===== src/sv/ctia_pkg.sv =====
package ctia_pkg;

    // Default configuration of the table
    localparam int TABLE_ENTRIES_DEF = 16;
    localparam int ID_BITS_DEF       = 16;

    // Field widths
    localparam int COORD_W    = 12;
    localparam int CENTER_W   = 13;
    localparam int TIME_W     = 32;
    localparam int TRACK_ID_W = 16;
    localparam int RADIUS_W   = 12;

    // Configuration port
    localparam int CFG_IDX_W  = 2;
    localparam int CFG_DATA_W = 32;

    // Register reset values
    localparam logic [RADIUS_W-1:0] MATCH_RADIUS_RST    = 12'd150;
    localparam logic [RADIUS_W-1:0] FALLBACK_RADIUS_RST = 12'd150;
    localparam logic [TIME_W-1:0]   MAX_GAP_TIME_RST    = 32'd1000;

    // Register indexes
    typedef enum logic [CFG_IDX_W-1:0] {
        CFG_MATCH_RADIUS    = 2'd0,
        CFG_FALLBACK_RADIUS = 2'd1,
        CFG_MAX_GAP_TIME    = 2'd2
    } cfg_index_t;

    // Input item
    typedef struct packed {
        logic                func;
        logic [COORD_W-1:0]  box_x;
        logic [COORD_W-1:0]  box_y;
        logic [COORD_W-1:0]  box_w;
        logic [COORD_W-1:0]  box_h;
        logic [CENTER_W-1:0] last_cx;
        logic [CENTER_W-1:0] last_cy;
        logic [TIME_W-1:0]   elapsed_ms;
    } in_t;

    // Result item
    typedef struct packed {
        logic [COORD_W-1:0]    out_x;
        logic [COORD_W-1:0]    out_y;
        logic [COORD_W-1:0]    out_w;
        logic [COORD_W-1:0]    out_h;
        logic [TRACK_ID_W-1:0] track_id;
        logic                  is_new;
        logic                  table_full;
    } out_t;

    // Controller to datapath
    typedef struct packed {
        logic load;       // latch a detection, clear scan results
        logic prune;      // end of frame: drop unhit entries
        logic scan_step;  // read the next table entry
        logic commit;     // apply the decision, load the result register
    } cmd_t;

    // Datapath to controller
    typedef struct packed {
        logic scan_last;  // current read is the last table entry
        logic pipe_busy;  // compare pipeline still holds entries
        logic out_free;   // result register can take a new item
    } status_t;

endpackage


===== src/sv/ctia_ram.sv =====
module ctia_ram #(
    parameter int WIDTH = 8,
    parameter int DEPTH = 16,
    localparam int AW = (DEPTH > 1) ? $clog2(DEPTH) : 1
) (
    input  logic             aclk,
    input  logic             we,
    input  logic [AW-1:0]    wr_addr,
    input  logic [WIDTH-1:0] wr_data,
    input  logic             rd_en,
    input  logic [AW-1:0]    rd_addr,
    output logic [WIDTH-1:0] rd_data
);

    logic [WIDTH-1:0] mem [DEPTH];
    logic [WIDTH-1:0] rd_data_reg;

    // One write port, one registered read port
    always_ff @(posedge aclk) begin
        if (we) begin
            mem[wr_addr] <= wr_data;
        end
        if (rd_en) begin
            rd_data_reg <= mem[rd_addr];
        end
    end

    assign rd_data = rd_data_reg;

endmodule


===== src/sv/ctia_ctrl.sv =====
module ctia_ctrl (
    input  logic               aclk,
    input  logic               aresetn,
    input  logic               s_valid,
    input  logic               in_func,
    output logic               s_ready,
    output ctia_pkg::cmd_t     cmd,
    input  ctia_pkg::status_t  stat
);

    typedef enum logic [1:0] {
        ST_IDLE,
        ST_SCAN,
        ST_DRAIN,
        ST_DONE
    } state_t;

    state_t state_reg;
    state_t state_next;
    logic   s_ready_reg;
    logic   s_ready_next;
    logic   accept;

    assign s_ready = s_ready_reg;
    assign accept  = s_valid && s_ready_reg;

    // Next state and commands
    always_comb begin
        state_next    = state_reg;
        s_ready_next  = s_ready_reg;
        cmd           = '0;
        case (state_reg)
            ST_IDLE: begin
                if (accept) begin
                    if (in_func) begin
                        cmd.prune = 1'b1;
                    end else begin
                        cmd.load     = 1'b1;
                        state_next   = ST_SCAN;
                        s_ready_next = 1'b0;
                    end
                end
            end
            ST_SCAN: begin
                cmd.scan_step = 1'b1;
                if (stat.scan_last) begin
                    state_next = ST_DRAIN;
                end
            end
            ST_DRAIN: begin
                if (!stat.pipe_busy) begin
                    state_next = ST_DONE;
                end
            end
            ST_DONE: begin
                if (stat.out_free) begin
                    cmd.commit   = 1'b1;
                    state_next   = ST_IDLE;
                    s_ready_next = 1'b1;
                end
            end
            default: begin
                state_next   = ST_IDLE;
                s_ready_next = 1'b1;
            end
        endcase
    end

    // State and registered ready
    always_ff @(posedge aclk) begin
        if (!aresetn) begin
            state_reg   <= ST_IDLE;
            s_ready_reg <= 1'b1;
        end else begin
            state_reg   <= state_next;
            s_ready_reg <= s_ready_next;
        end
    end

endmodule


===== src/sv/ctia_dp.sv =====
module ctia_dp #(
    parameter int TABLE_ENTRIES = ctia_pkg::TABLE_ENTRIES_DEF,
    parameter int ID_BITS       = ctia_pkg::ID_BITS_DEF
) (
    input  logic                              aclk,
    input  logic                              aresetn,
    input  ctia_pkg::in_t                     s_data,
    output logic                              m_valid,
    input  logic                              m_ready,
    output ctia_pkg::out_t                    m_data,
    input  logic                              cfg_valid,
    input  logic [ctia_pkg::CFG_IDX_W-1:0]    cfg_index,
    input  logic [ctia_pkg::CFG_DATA_W-1:0]   cfg_data,
    input  ctia_pkg::cmd_t                    cmd,
    output ctia_pkg::status_t                 stat
);

    localparam int N       = TABLE_ENTRIES;
    localparam int IDX_W   = (N > 1) ? $clog2(N) : 1;
    localparam int CW      = ctia_pkg::CENTER_W;
    localparam int XW      = ctia_pkg::COORD_W;
    localparam int RW      = ctia_pkg::RADIUS_W;
    localparam int TW      = ctia_pkg::TIME_W;
    localparam int TIDW    = ctia_pkg::TRACK_ID_W;
    localparam int SQW     = 2 * CW;
    localparam int DW      = SQW + 1;
    localparam int R2W     = 2 * RW;
    localparam int ENTRY_W = ID_BITS + 2 * CW;

    function automatic logic [CW-1:0] abs_diff(input logic [CW-1:0] a, input logic [CW-1:0] b);
        return (a > b) ? (a - b) : (b - a);
    endfunction

    // Configuration registers
    logic [RW-1:0] match_r_reg;
    logic [RW-1:0] fb_r_reg;
    logic [TW-1:0] gap_reg;
    logic [R2W-1:0] r2_reg;
    logic [R2W-1:0] f2_reg;

    always_ff @(posedge aclk) begin
        if (!aresetn) begin
            match_r_reg <= ctia_pkg::MATCH_RADIUS_RST;
            fb_r_reg    <= ctia_pkg::FALLBACK_RADIUS_RST;
            gap_reg     <= ctia_pkg::MAX_GAP_TIME_RST;
        end else if (cfg_valid) begin
            case (cfg_index)
                ctia_pkg::CFG_MATCH_RADIUS:    match_r_reg <= cfg_data[RW-1:0];
                ctia_pkg::CFG_FALLBACK_RADIUS: fb_r_reg    <= cfg_data[RW-1:0];
                ctia_pkg::CFG_MAX_GAP_TIME:    gap_reg     <= cfg_data[TW-1:0];
                default: ;
            endcase
        end
    end

    // Squared radii, refreshed every cycle from stable registers
    always_ff @(posedge aclk) begin
        r2_reg <= R2W'(match_r_reg) * R2W'(match_r_reg);
        f2_reg <= R2W'(fb_r_reg) * R2W'(fb_r_reg);
    end

    // Latched detection and its center
    logic [XW-1:0] bx_reg, by_reg, bw_reg, bh_reg;
    logic [CW-1:0] cx_reg, cy_reg, lx_reg, ly_reg;
    logic [TW-1:0] el_reg;

    always_ff @(posedge aclk) begin
        if (cmd.load) begin
            bx_reg <= s_data.box_x;
            by_reg <= s_data.box_y;
            bw_reg <= s_data.box_w;
            bh_reg <= s_data.box_h;
            cx_reg <= CW'(s_data.box_x) + CW'(s_data.box_w >> 1);
            cy_reg <= CW'(s_data.box_y) + CW'(s_data.box_h >> 1);
            lx_reg <= s_data.last_cx;
            ly_reg <= s_data.last_cy;
            el_reg <= s_data.elapsed_ms;
        end
    end

    // Fallback distance squares
    logic [SQW-1:0] fbx_sq_reg, fby_sq_reg;
    logic [CW-1:0]  fdx, fdy;

    assign fdx = abs_diff(cx_reg, lx_reg);
    assign fdy = abs_diff(cy_reg, ly_reg);

    always_ff @(posedge aclk) begin
        fbx_sq_reg <= SQW'(fdx) * SQW'(fdx);
        fby_sq_reg <= SQW'(fdy) * SQW'(fdy);
    end

    // Table state
    logic [N-1:0]       valid_reg;
    logic [N-1:0]       hit_reg;
    logic [ID_BITS-1:0] next_id_reg;
    logic [ID_BITS-1:0] saved_id_reg;

    // Scan address counter and entry memory
    logic [IDX_W-1:0]   scan_cnt_reg;
    logic [ENTRY_W-1:0] rd_data;
    logic               ram_we;
    logic [IDX_W-1:0]   wr_slot;
    logic [ID_BITS-1:0] sel_id;

    always_ff @(posedge aclk) begin
        if (cmd.load) begin
            scan_cnt_reg <= '0;
        end else if (cmd.scan_step) begin
            scan_cnt_reg <= scan_cnt_reg + 1'b1;
        end
    end

    ctia_ram #(
        .WIDTH (ENTRY_W),
        .DEPTH (N)
    ) u_entry_ram (
        .aclk    (aclk),
        .we      (ram_we),
        .wr_addr (wr_slot),
        .wr_data ({sel_id, cx_reg, cy_reg}),
        .rd_en   (cmd.scan_step),
        .rd_addr (scan_cnt_reg),
        .rd_data (rd_data)
    );

    // Pipeline stage 1: read data arrives, form squares
    logic               rd_vld_reg;
    logic [IDX_W-1:0]   rd_idx_reg;
    logic [ID_BITS-1:0] e_id;
    logic [CW-1:0]      e_cx, e_cy, edx, edy;

    assign e_id = rd_data[ENTRY_W-1 -: ID_BITS];
    assign e_cx = rd_data[2*CW-1 -: CW];
    assign e_cy = rd_data[CW-1:0];
    assign edx  = abs_diff(cx_reg, e_cx);
    assign edy  = abs_diff(cy_reg, e_cy);

    logic               sq_vld_reg;
    logic               sq_ev_reg;
    logic [IDX_W-1:0]   sq_idx_reg;
    logic [ID_BITS-1:0] sq_id_reg;
    logic [SQW-1:0]     sq_x_reg, sq_y_reg;

    always_ff @(posedge aclk) begin
        if (!aresetn) begin
            rd_vld_reg <= 1'b0;
            sq_vld_reg <= 1'b0;
        end else begin
            rd_vld_reg <= cmd.scan_step;
            sq_vld_reg <= rd_vld_reg;
        end
    end

    always_ff @(posedge aclk) begin
        rd_idx_reg <= scan_cnt_reg;
        sq_ev_reg  <= valid_reg[rd_idx_reg];
        sq_idx_reg <= rd_idx_reg;
        sq_id_reg  <= e_id;
        sq_x_reg   <= SQW'(edx) * SQW'(edx);
        sq_y_reg   <= SQW'(edy) * SQW'(edy);
    end

    // Pipeline stage 2: compare and keep the best match, a duplicate ID and a free slot
    logic [DW-1:0]      sum_sq;
    logic               is_match;
    logic               best_found_reg, any_valid_reg, dup_found_reg, free_found_reg;
    logic [ID_BITS-1:0] best_id_reg;
    logic [IDX_W-1:0]   best_slot_reg, dup_slot_reg, free_slot_reg;

    assign sum_sq   = DW'(sq_x_reg) + DW'(sq_y_reg);
    assign is_match = sum_sq < DW'(r2_reg);

    always_ff @(posedge aclk) begin
        if (!aresetn) begin
            best_found_reg <= 1'b0;
            any_valid_reg  <= 1'b0;
            dup_found_reg  <= 1'b0;
            free_found_reg <= 1'b0;
        end else if (cmd.load) begin
            best_found_reg <= 1'b0;
            any_valid_reg  <= 1'b0;
            dup_found_reg  <= 1'b0;
            free_found_reg <= 1'b0;
        end else if (sq_vld_reg) begin
            if (sq_ev_reg) begin
                any_valid_reg <= 1'b1;
                if (is_match && (!best_found_reg || sq_id_reg < best_id_reg)) begin
                    best_found_reg <= 1'b1;
                end
                if (sq_id_reg == next_id_reg) begin
                    dup_found_reg <= 1'b1;
                end
            end else begin
                free_found_reg <= 1'b1;
            end
        end
    end

    always_ff @(posedge aclk) begin
        if (sq_vld_reg) begin
            if (sq_ev_reg) begin
                // strict compare: equal IDs keep the lower slot
                if (is_match && (!best_found_reg || sq_id_reg < best_id_reg)) begin
                    best_id_reg   <= sq_id_reg;
                    best_slot_reg <= sq_idx_reg;
                end
                if (!dup_found_reg && sq_id_reg == next_id_reg) begin
                    dup_slot_reg <= sq_idx_reg;
                end
            end else if (!free_found_reg) begin
                free_slot_reg <= sq_idx_reg;
            end
        end
    end

    // Decision: match, fallback reuse, or fresh ID
    logic [DW-1:0] fb_dist;
    logic          fb_ok;
    logic          sel_new, sel_full, sel_store;

    assign fb_dist = DW'(fbx_sq_reg) + DW'(fby_sq_reg);
    assign fb_ok   = !any_valid_reg && (fb_dist < DW'(f2_reg)) && (el_reg < gap_reg);

    always_comb begin
        sel_id    = next_id_reg;
        sel_new   = 1'b1;
        sel_full  = 1'b0;
        wr_slot   = free_slot_reg;
        sel_store = free_found_reg;
        if (best_found_reg) begin
            sel_id    = best_id_reg;
            sel_new   = 1'b0;
            wr_slot   = best_slot_reg;
            sel_store = 1'b1;
        end else if (fb_ok) begin
            sel_id  = saved_id_reg;
            sel_new = 1'b0;
        end else if (dup_found_reg) begin
            wr_slot   = dup_slot_reg;
            sel_store = 1'b1;
        end else begin
            sel_full = !free_found_reg;
        end
    end

    assign ram_we = cmd.commit && sel_store;

    // Valid and hit bits, ID counters
    always_ff @(posedge aclk) begin
        if (!aresetn) begin
            valid_reg    <= '0;
            hit_reg      <= '0;
            next_id_reg  <= '0;
            saved_id_reg <= '0;
        end else if (cmd.prune) begin
            valid_reg <= valid_reg & hit_reg;
            hit_reg   <= '0;
        end else if (cmd.commit) begin
            if (sel_store) begin
                valid_reg[wr_slot] <= 1'b1;
                hit_reg[wr_slot]   <= 1'b1;
            end
            if (best_found_reg) begin
                saved_id_reg <= best_id_reg;
            end else if (!fb_ok) begin
                next_id_reg  <= next_id_reg + 1'b1;
                saved_id_reg <= next_id_reg + 1'b1;
            end
        end
    end

    // Result register
    logic           m_valid_reg;
    ctia_pkg::out_t m_data_reg;

    always_ff @(posedge aclk) begin
        if (!aresetn) begin
            m_valid_reg <= 1'b0;
        end else if (cmd.commit) begin
            m_valid_reg <= 1'b1;
        end else if (m_ready) begin
            m_valid_reg <= 1'b0;
        end
    end

    always_ff @(posedge aclk) begin
        if (cmd.commit) begin
            m_data_reg.out_x      <= bx_reg;
            m_data_reg.out_y      <= by_reg;
            m_data_reg.out_w      <= bw_reg;
            m_data_reg.out_h      <= bh_reg;
            m_data_reg.track_id   <= TIDW'(sel_id);
            m_data_reg.is_new     <= sel_new;
            m_data_reg.table_full <= sel_full;
        end
    end

    assign m_valid = m_valid_reg;
    assign m_data  = m_data_reg;

    // Status to the controller
    assign stat.scan_last = (scan_cnt_reg == IDX_W'(N - 1));
    assign stat.pipe_busy = rd_vld_reg || sq_vld_reg;
    assign stat.out_free  = !m_valid_reg || m_ready;

endmodule


===== src/sv/centroid_track_id_assigner.sv =====
// Channel   Handshake               Payload
// s_        s_valid / s_ready       s_data    (ctia_pkg::in_t), detection or end of frame
// m_        m_valid / m_ready       m_data    (ctia_pkg::out_t), one item per detection
// cfg_      cfg_valid / cfg_ready   cfg_index, cfg_data, register writes
//
// A detection is latched, then the entry memory is read once per table entry, the compare
// pipeline drains and the result is committed; no new item is taken until that commit.
// An end-of-frame item is taken while idle, drops unhit entries and yields no result.
// Reset (aresetn, synchronous) empties the table and zeroes both IDs; no clearing pass.
// A result held in the output register stalls only the commit of the following detection.
module centroid_track_id_assigner #(
    parameter int TABLE_ENTRIES = ctia_pkg::TABLE_ENTRIES_DEF,
    parameter int ID_BITS       = ctia_pkg::ID_BITS_DEF
) (
    input  logic                              aclk,
    input  logic                              aresetn,
    input  logic                              s_valid,
    output logic                              s_ready,
    input  ctia_pkg::in_t                     s_data,
    output logic                              m_valid,
    input  logic                              m_ready,
    output ctia_pkg::out_t                    m_data,
    input  logic                              cfg_valid,
    output logic                              cfg_ready,
    input  logic [ctia_pkg::CFG_IDX_W-1:0]    cfg_index,
    input  logic [ctia_pkg::CFG_DATA_W-1:0]   cfg_data
);

    ctia_pkg::cmd_t    cmd;
    ctia_pkg::status_t stat;

    // Register writes are always taken
    assign cfg_ready = 1'b1;

    ctia_ctrl u_ctrl (
        .aclk    (aclk),
        .aresetn (aresetn),
        .s_valid (s_valid),
        .in_func (s_data.func),
        .s_ready (s_ready),
        .cmd     (cmd),
        .stat    (stat)
    );

    ctia_dp #(
        .TABLE_ENTRIES (TABLE_ENTRIES),
        .ID_BITS       (ID_BITS)
    ) u_dp (
        .aclk      (aclk),
        .aresetn   (aresetn),
        .s_data    (s_data),
        .m_valid   (m_valid),
        .m_ready   (m_ready),
        .m_data    (m_data),
        .cfg_valid (cfg_valid),
        .cfg_index (cfg_index),
        .cfg_data  (cfg_data),
        .cmd       (cmd),
        .stat      (stat)
    );

endmodule

===== config.mk =====
export PLATFORM = sky130hd
export DESIGN_NAME = centroid_track_id_assigner
export DESIGN_NICKNAME = d
export VERILOG_FILES = /design/src/sv/ctia_pkg.sv /design/src/sv/ctia_ram.sv /design/src/sv/ctia_ctrl.sv /design/src/sv/ctia_dp.sv /design/src/sv/centroid_track_id_assigner.sv
export SDC_FILE = /design/constraint.sdc
export NUM_CORES = 2
export LEC_CHECK = 0
export BUFFER_PORTS_ARGS = -buffer_cell sky130_fd_sc_hd__buf_2
export CAP_MARGIN = 20
export CORE_MARGIN = 10
export CORE_UTILIZATION = 66
export CTS_BUF_LIST = sky130_fd_sc_hd__clkbuf_4 sky130_fd_sc_hd__clkbuf_8
export CTS_CLUSTER_SIZE = 25
export DETAILED_ROUTE_END_ITERATION = 6
export PLACE_DENSITY = 0.94
export SKIP_LAST_GASP = 1
export SYNTH_ARGS = -nofsm -noshare
export SYNTH_HDL_FRONTEND = slang
export SYNTH_HIERARCHICAL = 1
export SYNTH_SLANG_ARGS = --single-unit

===== constraint.sdc =====
create_clock -name aclk -period 11.1 [get_ports aclk]
set_clock_uncertainty 0.15 [all_clocks]
set_input_delay 1.665 -clock aclk [delete_from_list [all_inputs] [get_ports aclk]]
set_output_delay 1.665 -clock aclk [all_outputs]
set_load 0.01 [all_outputs]

==> impl_metrics.json <==
{
  "timing.critical_path.depth": 30,
  "hold_path.startpoint": "u_dp/u_entry_ram/rd_data[39]$_DFFE_PP_",
  "number_of_clock_buffers_inserted_by_tritoncts": 187,
  "place.port_buffers": 213,
  "rsz_0062_raised_after_global_routing": "no",
  "critPathMaxFanout": 23,
  "min_period_over_period_pct": 92.8,
  "synth.top_cells.by_count": "sky130_fd_sc_hd__inv_1, sky130_fd_sc_hd__edfxtp_1, sky130_fd_sc_hd__ha_1",
  "wire_length_of_the_first_global_routing_pass_um": 315000,
  "clock_tree.root_cell": "sky130_fd_sc_hd__clkbuf_8",
  "synth_ff_type": "sky130_fd_sc_hd__edfxtp_1",
  "synthesized_netlist_cell_count": 6626,
  "synth_simple_gate_area_share_pct": 8.78,
  "first_global_vias": 56982,
  "die_area_um2": 133000,
  "yosys-top-cells-area": "sky130_fd_sc_hd__edfxtp_1, sky130_fd_sc_hd__fa_1, sky130_fd_sc_hd__ha_1, sky130_fd_sc_hd__dfxtp_1, sky130_fd_sc_hd__inv_1",
  "drt-wirelength-per-cell_um": 23.7,
  "reg2regPathDepth": 30,
  "global_routing_met3_resource_utilization_pct": 5.65,
  "number_of_antenna_violations_at_the_first_check_in_global_routing": 8,
  "die_height_um": 365,
  "cp_startpoint_kind": "flop",
  "number_of_flip_flops_in_the_largest_register": 672,
  "cts_repair_resize_count": 0,
  "critPathCaptureType": "flop",
  "cts_num_sinks": 1245,
  "worst_path_dominant_cell_family": "adder cells",
  "whs_path_depth": 0,
  "grt-ovfl-total": 0,
  "cap_violations": 0,
  "syn_avg_cell_area_um2": 11.8,
  "synth_xor_area_share_pct": 3.00,
  "layout_min_cycle_time_ns": 10.30,
  "nets": 8268,
  "async_flop_share_pct": 0,
  "slew_headroom_pct": 13.6,
  "cp_slowest_cell": "sky130_fd_sc_hd__edfxtp_1",
  "yosysMostFrequentCell": "sky130_fd_sc_hd__inv_1",
  "ys_seq_area_share_pct": 43.7,
  "finalWirelength_um": 204000,
  "vias_per_cell": 6.25,
  "synth.mux.area_fraction_pct": 6.04,
  "cts_tree": "yes",
  "path_type_of_the_worst_setup_path": "reg -> reg",
  "synth_seq_cells": 1245,
  "main_combinational_cell_family_by_area_after_synthesis": "adder cells",
  "floorplan.initialDensity_pct": 66.5,
  "ant_nets": 0,
  "met1_use_gr_pct": 36.8,
  "critPathMostFrequentCell": "sky130_fd_sc_hd__inv_1",
  "max_freq_mhz": 97.1,
  "post_layout_nonfiller_instances": 8615,
  "clk_latency_ns": 0.94,
  "detailedRoute.firstPassIterationCount": 6,
  "tightestPinTransition_ns": 1.30,
  "flow.area_growth_from_synthesis_pct": 8.81,
  "number_of_failing_setup_endpoints_in_the_final_timing_report": 0,
  "clock_tree.htree_level_count": 4,
  "track_usage_pct": 30.6,
  "drt_drc_violations_left": 0,
  "yosys.cell_types.count": 96,
  "total_number_of_placement_rows": 126,
  "ys_warn_count": 6,
  "yosys.area.top_type_share_pct": 36.0,
  "met2_track_utilization_from_global_routing_pct": 52.2,
  "post_detail_place_hpwl_um": 137000,
  "setup.worst_path.start": "u_dp/cy_reg[4]$_DFFE_PP_",
  "number_of_enable_type_register_cells_in_the_synthesized_netlist": 940,
  "path_buf_inv": 6,
  "final.setup.tns_ns": 0,
  "drt-initial-drc-count": 6153,
  "timing.critical_path.required_ns": 11.78,
  "number_of_i_o_pins": 215,
  "worst_path_max_stage_delay_ns": 0.88,
  "post_synth_fa_ha_maj_area_fraction_pct": 24.5,
  "final_max_slew_viol_count": 0,
  "dieWidth_um": 365,
  "cts.reportedPaths.clkPinSlew_ns": 0.07,
  "grt_start_max_net_pins": 142,
  "worst_ep_arrival_time_ns": 10.98,
  "final_core_util_pct": 72.3,
  "postSynthNetCount": 7980,
  "synth_compound_area_share_pct": 7.56,
  "via_count": 53885,
  "coreArea_um2": 118000,
  "mappedNetlistArea_um2": 78500,
  "hold_class": "reg -> reg",
  "placedCellCount": 8252,
  "final_layout_size_suffix_gt1_share_pct": 13.1,
  "hold_viol_final": 0,
  "globalRoute.busiestLayer": "met2",
  "finalWeightedCongestion": 0.940,
  "regToRegStartpoint": "u_dp/cy_reg[4]$_DFFE_PP_",
  "status": "finished, final reports clean",
  "synthDominantAreaCellType": "sky130_fd_sc_hd__edfxtp_1",
  "max-clock-path-buffers": 3
}
==> layout by cell type (no fill, tap or decap), types with 108 or more instances in the layout <==
cell type,netlist,final
sky130_fd_sc_hd__o21ai_0,124,124
sky130_fd_sc_hd__nor2_1,414,400
sky130_fd_sc_hd__buf_2,30,213
sky130_fd_sc_hd__nand2_1,452,452
sky130_fd_sc_hd__ha_1,655,654
sky130_fd_sc_hd__dfxtp_1,305,303
sky130_fd_sc_hd__a21oi_1,247,247
sky130_fd_sc_hd__clkbuf_8,0,198
sky130_fd_sc_hd__inv_1,1073,1072
sky130_fd_sc_hd__and2_1,110,108
sky130_fd_sc_hd__edfxtp_1,940,940
sky130_fd_sc_hd__xnor2_1,170,169
sky130_fd_sc_hd__fa_1,553,553
sky130_fd_sc_hd__mux4_2,173,173
==> routing by layer <==
layer | up-vias | wire [µm]
met5 | - | 28
met4 | 4 | 12000
met3 | 832 | 20100
met2 | 3413 | 101000
met1 | 26361 | 70900
li1 | 23275 | -
==> cell families after synthesis <==
group,Yosys count
flops,1245
xor+xnor,267
compound gates,900
other cells,1
simple gates,1462
fa+ha+maj,1208
mux,255
buf+inv,1288
==> path summary, 6_finish.rpt <==
kind / to / slack, ns
hold / removal: u_dp/sq_id_reg[13]$_DFF_P_ / 0.19
hold reg to reg: u_dp/sq_id_reg[13]$_DFF_P_ / 0.19
setup / recovery: u_dp/sq_y_reg[24]$_DFF_P_ / 0.80
setup reg to reg: u_dp/sq_y_reg[24]$_DFF_P_ / 0.80
==> repair_timing <==
action                     4_1_cts  5_1_grt
hold buffers                     0        0
setup endpoints to repair        0        1
setup buffers                    0        1
==> layout make-up <==
| cell class | count | area [µm²] |
|---|---|---|
| antenna | 7 | 17.5 |
| timing repair buffer | 301 | 1790 |
| sequential | 1245 | 34300 |
| clock inverter | 81 | 674 |
| tap | 1536 | 1920 |
| clock buffer | 266 | 3240 |
| multi-input combinational | 4093 | 39400 |
| fill | 6886 | 32700 |
| inverter | 1086 | 4080 |
==> through the flow <==
step | hold slack [ns] | worst slack [ns] | cell area [µm²]
2_1_floorplan | 0.173 | 1.75 | 78500
3_3_place_gp | 0.174 | 1.08 | 81400
3_5_place_dp | 0.178 | 0.858 | 81400
4_1_cts | 0.193 | 0.811 | 85300
5_1_grt | 0.194 | 0.125 | 85400
6_report | 0.195 | 0.803 | 85400
Power is not shown: default switching activity piles up to over one toggle a cycle in this logic, so the estimate is an artifact.
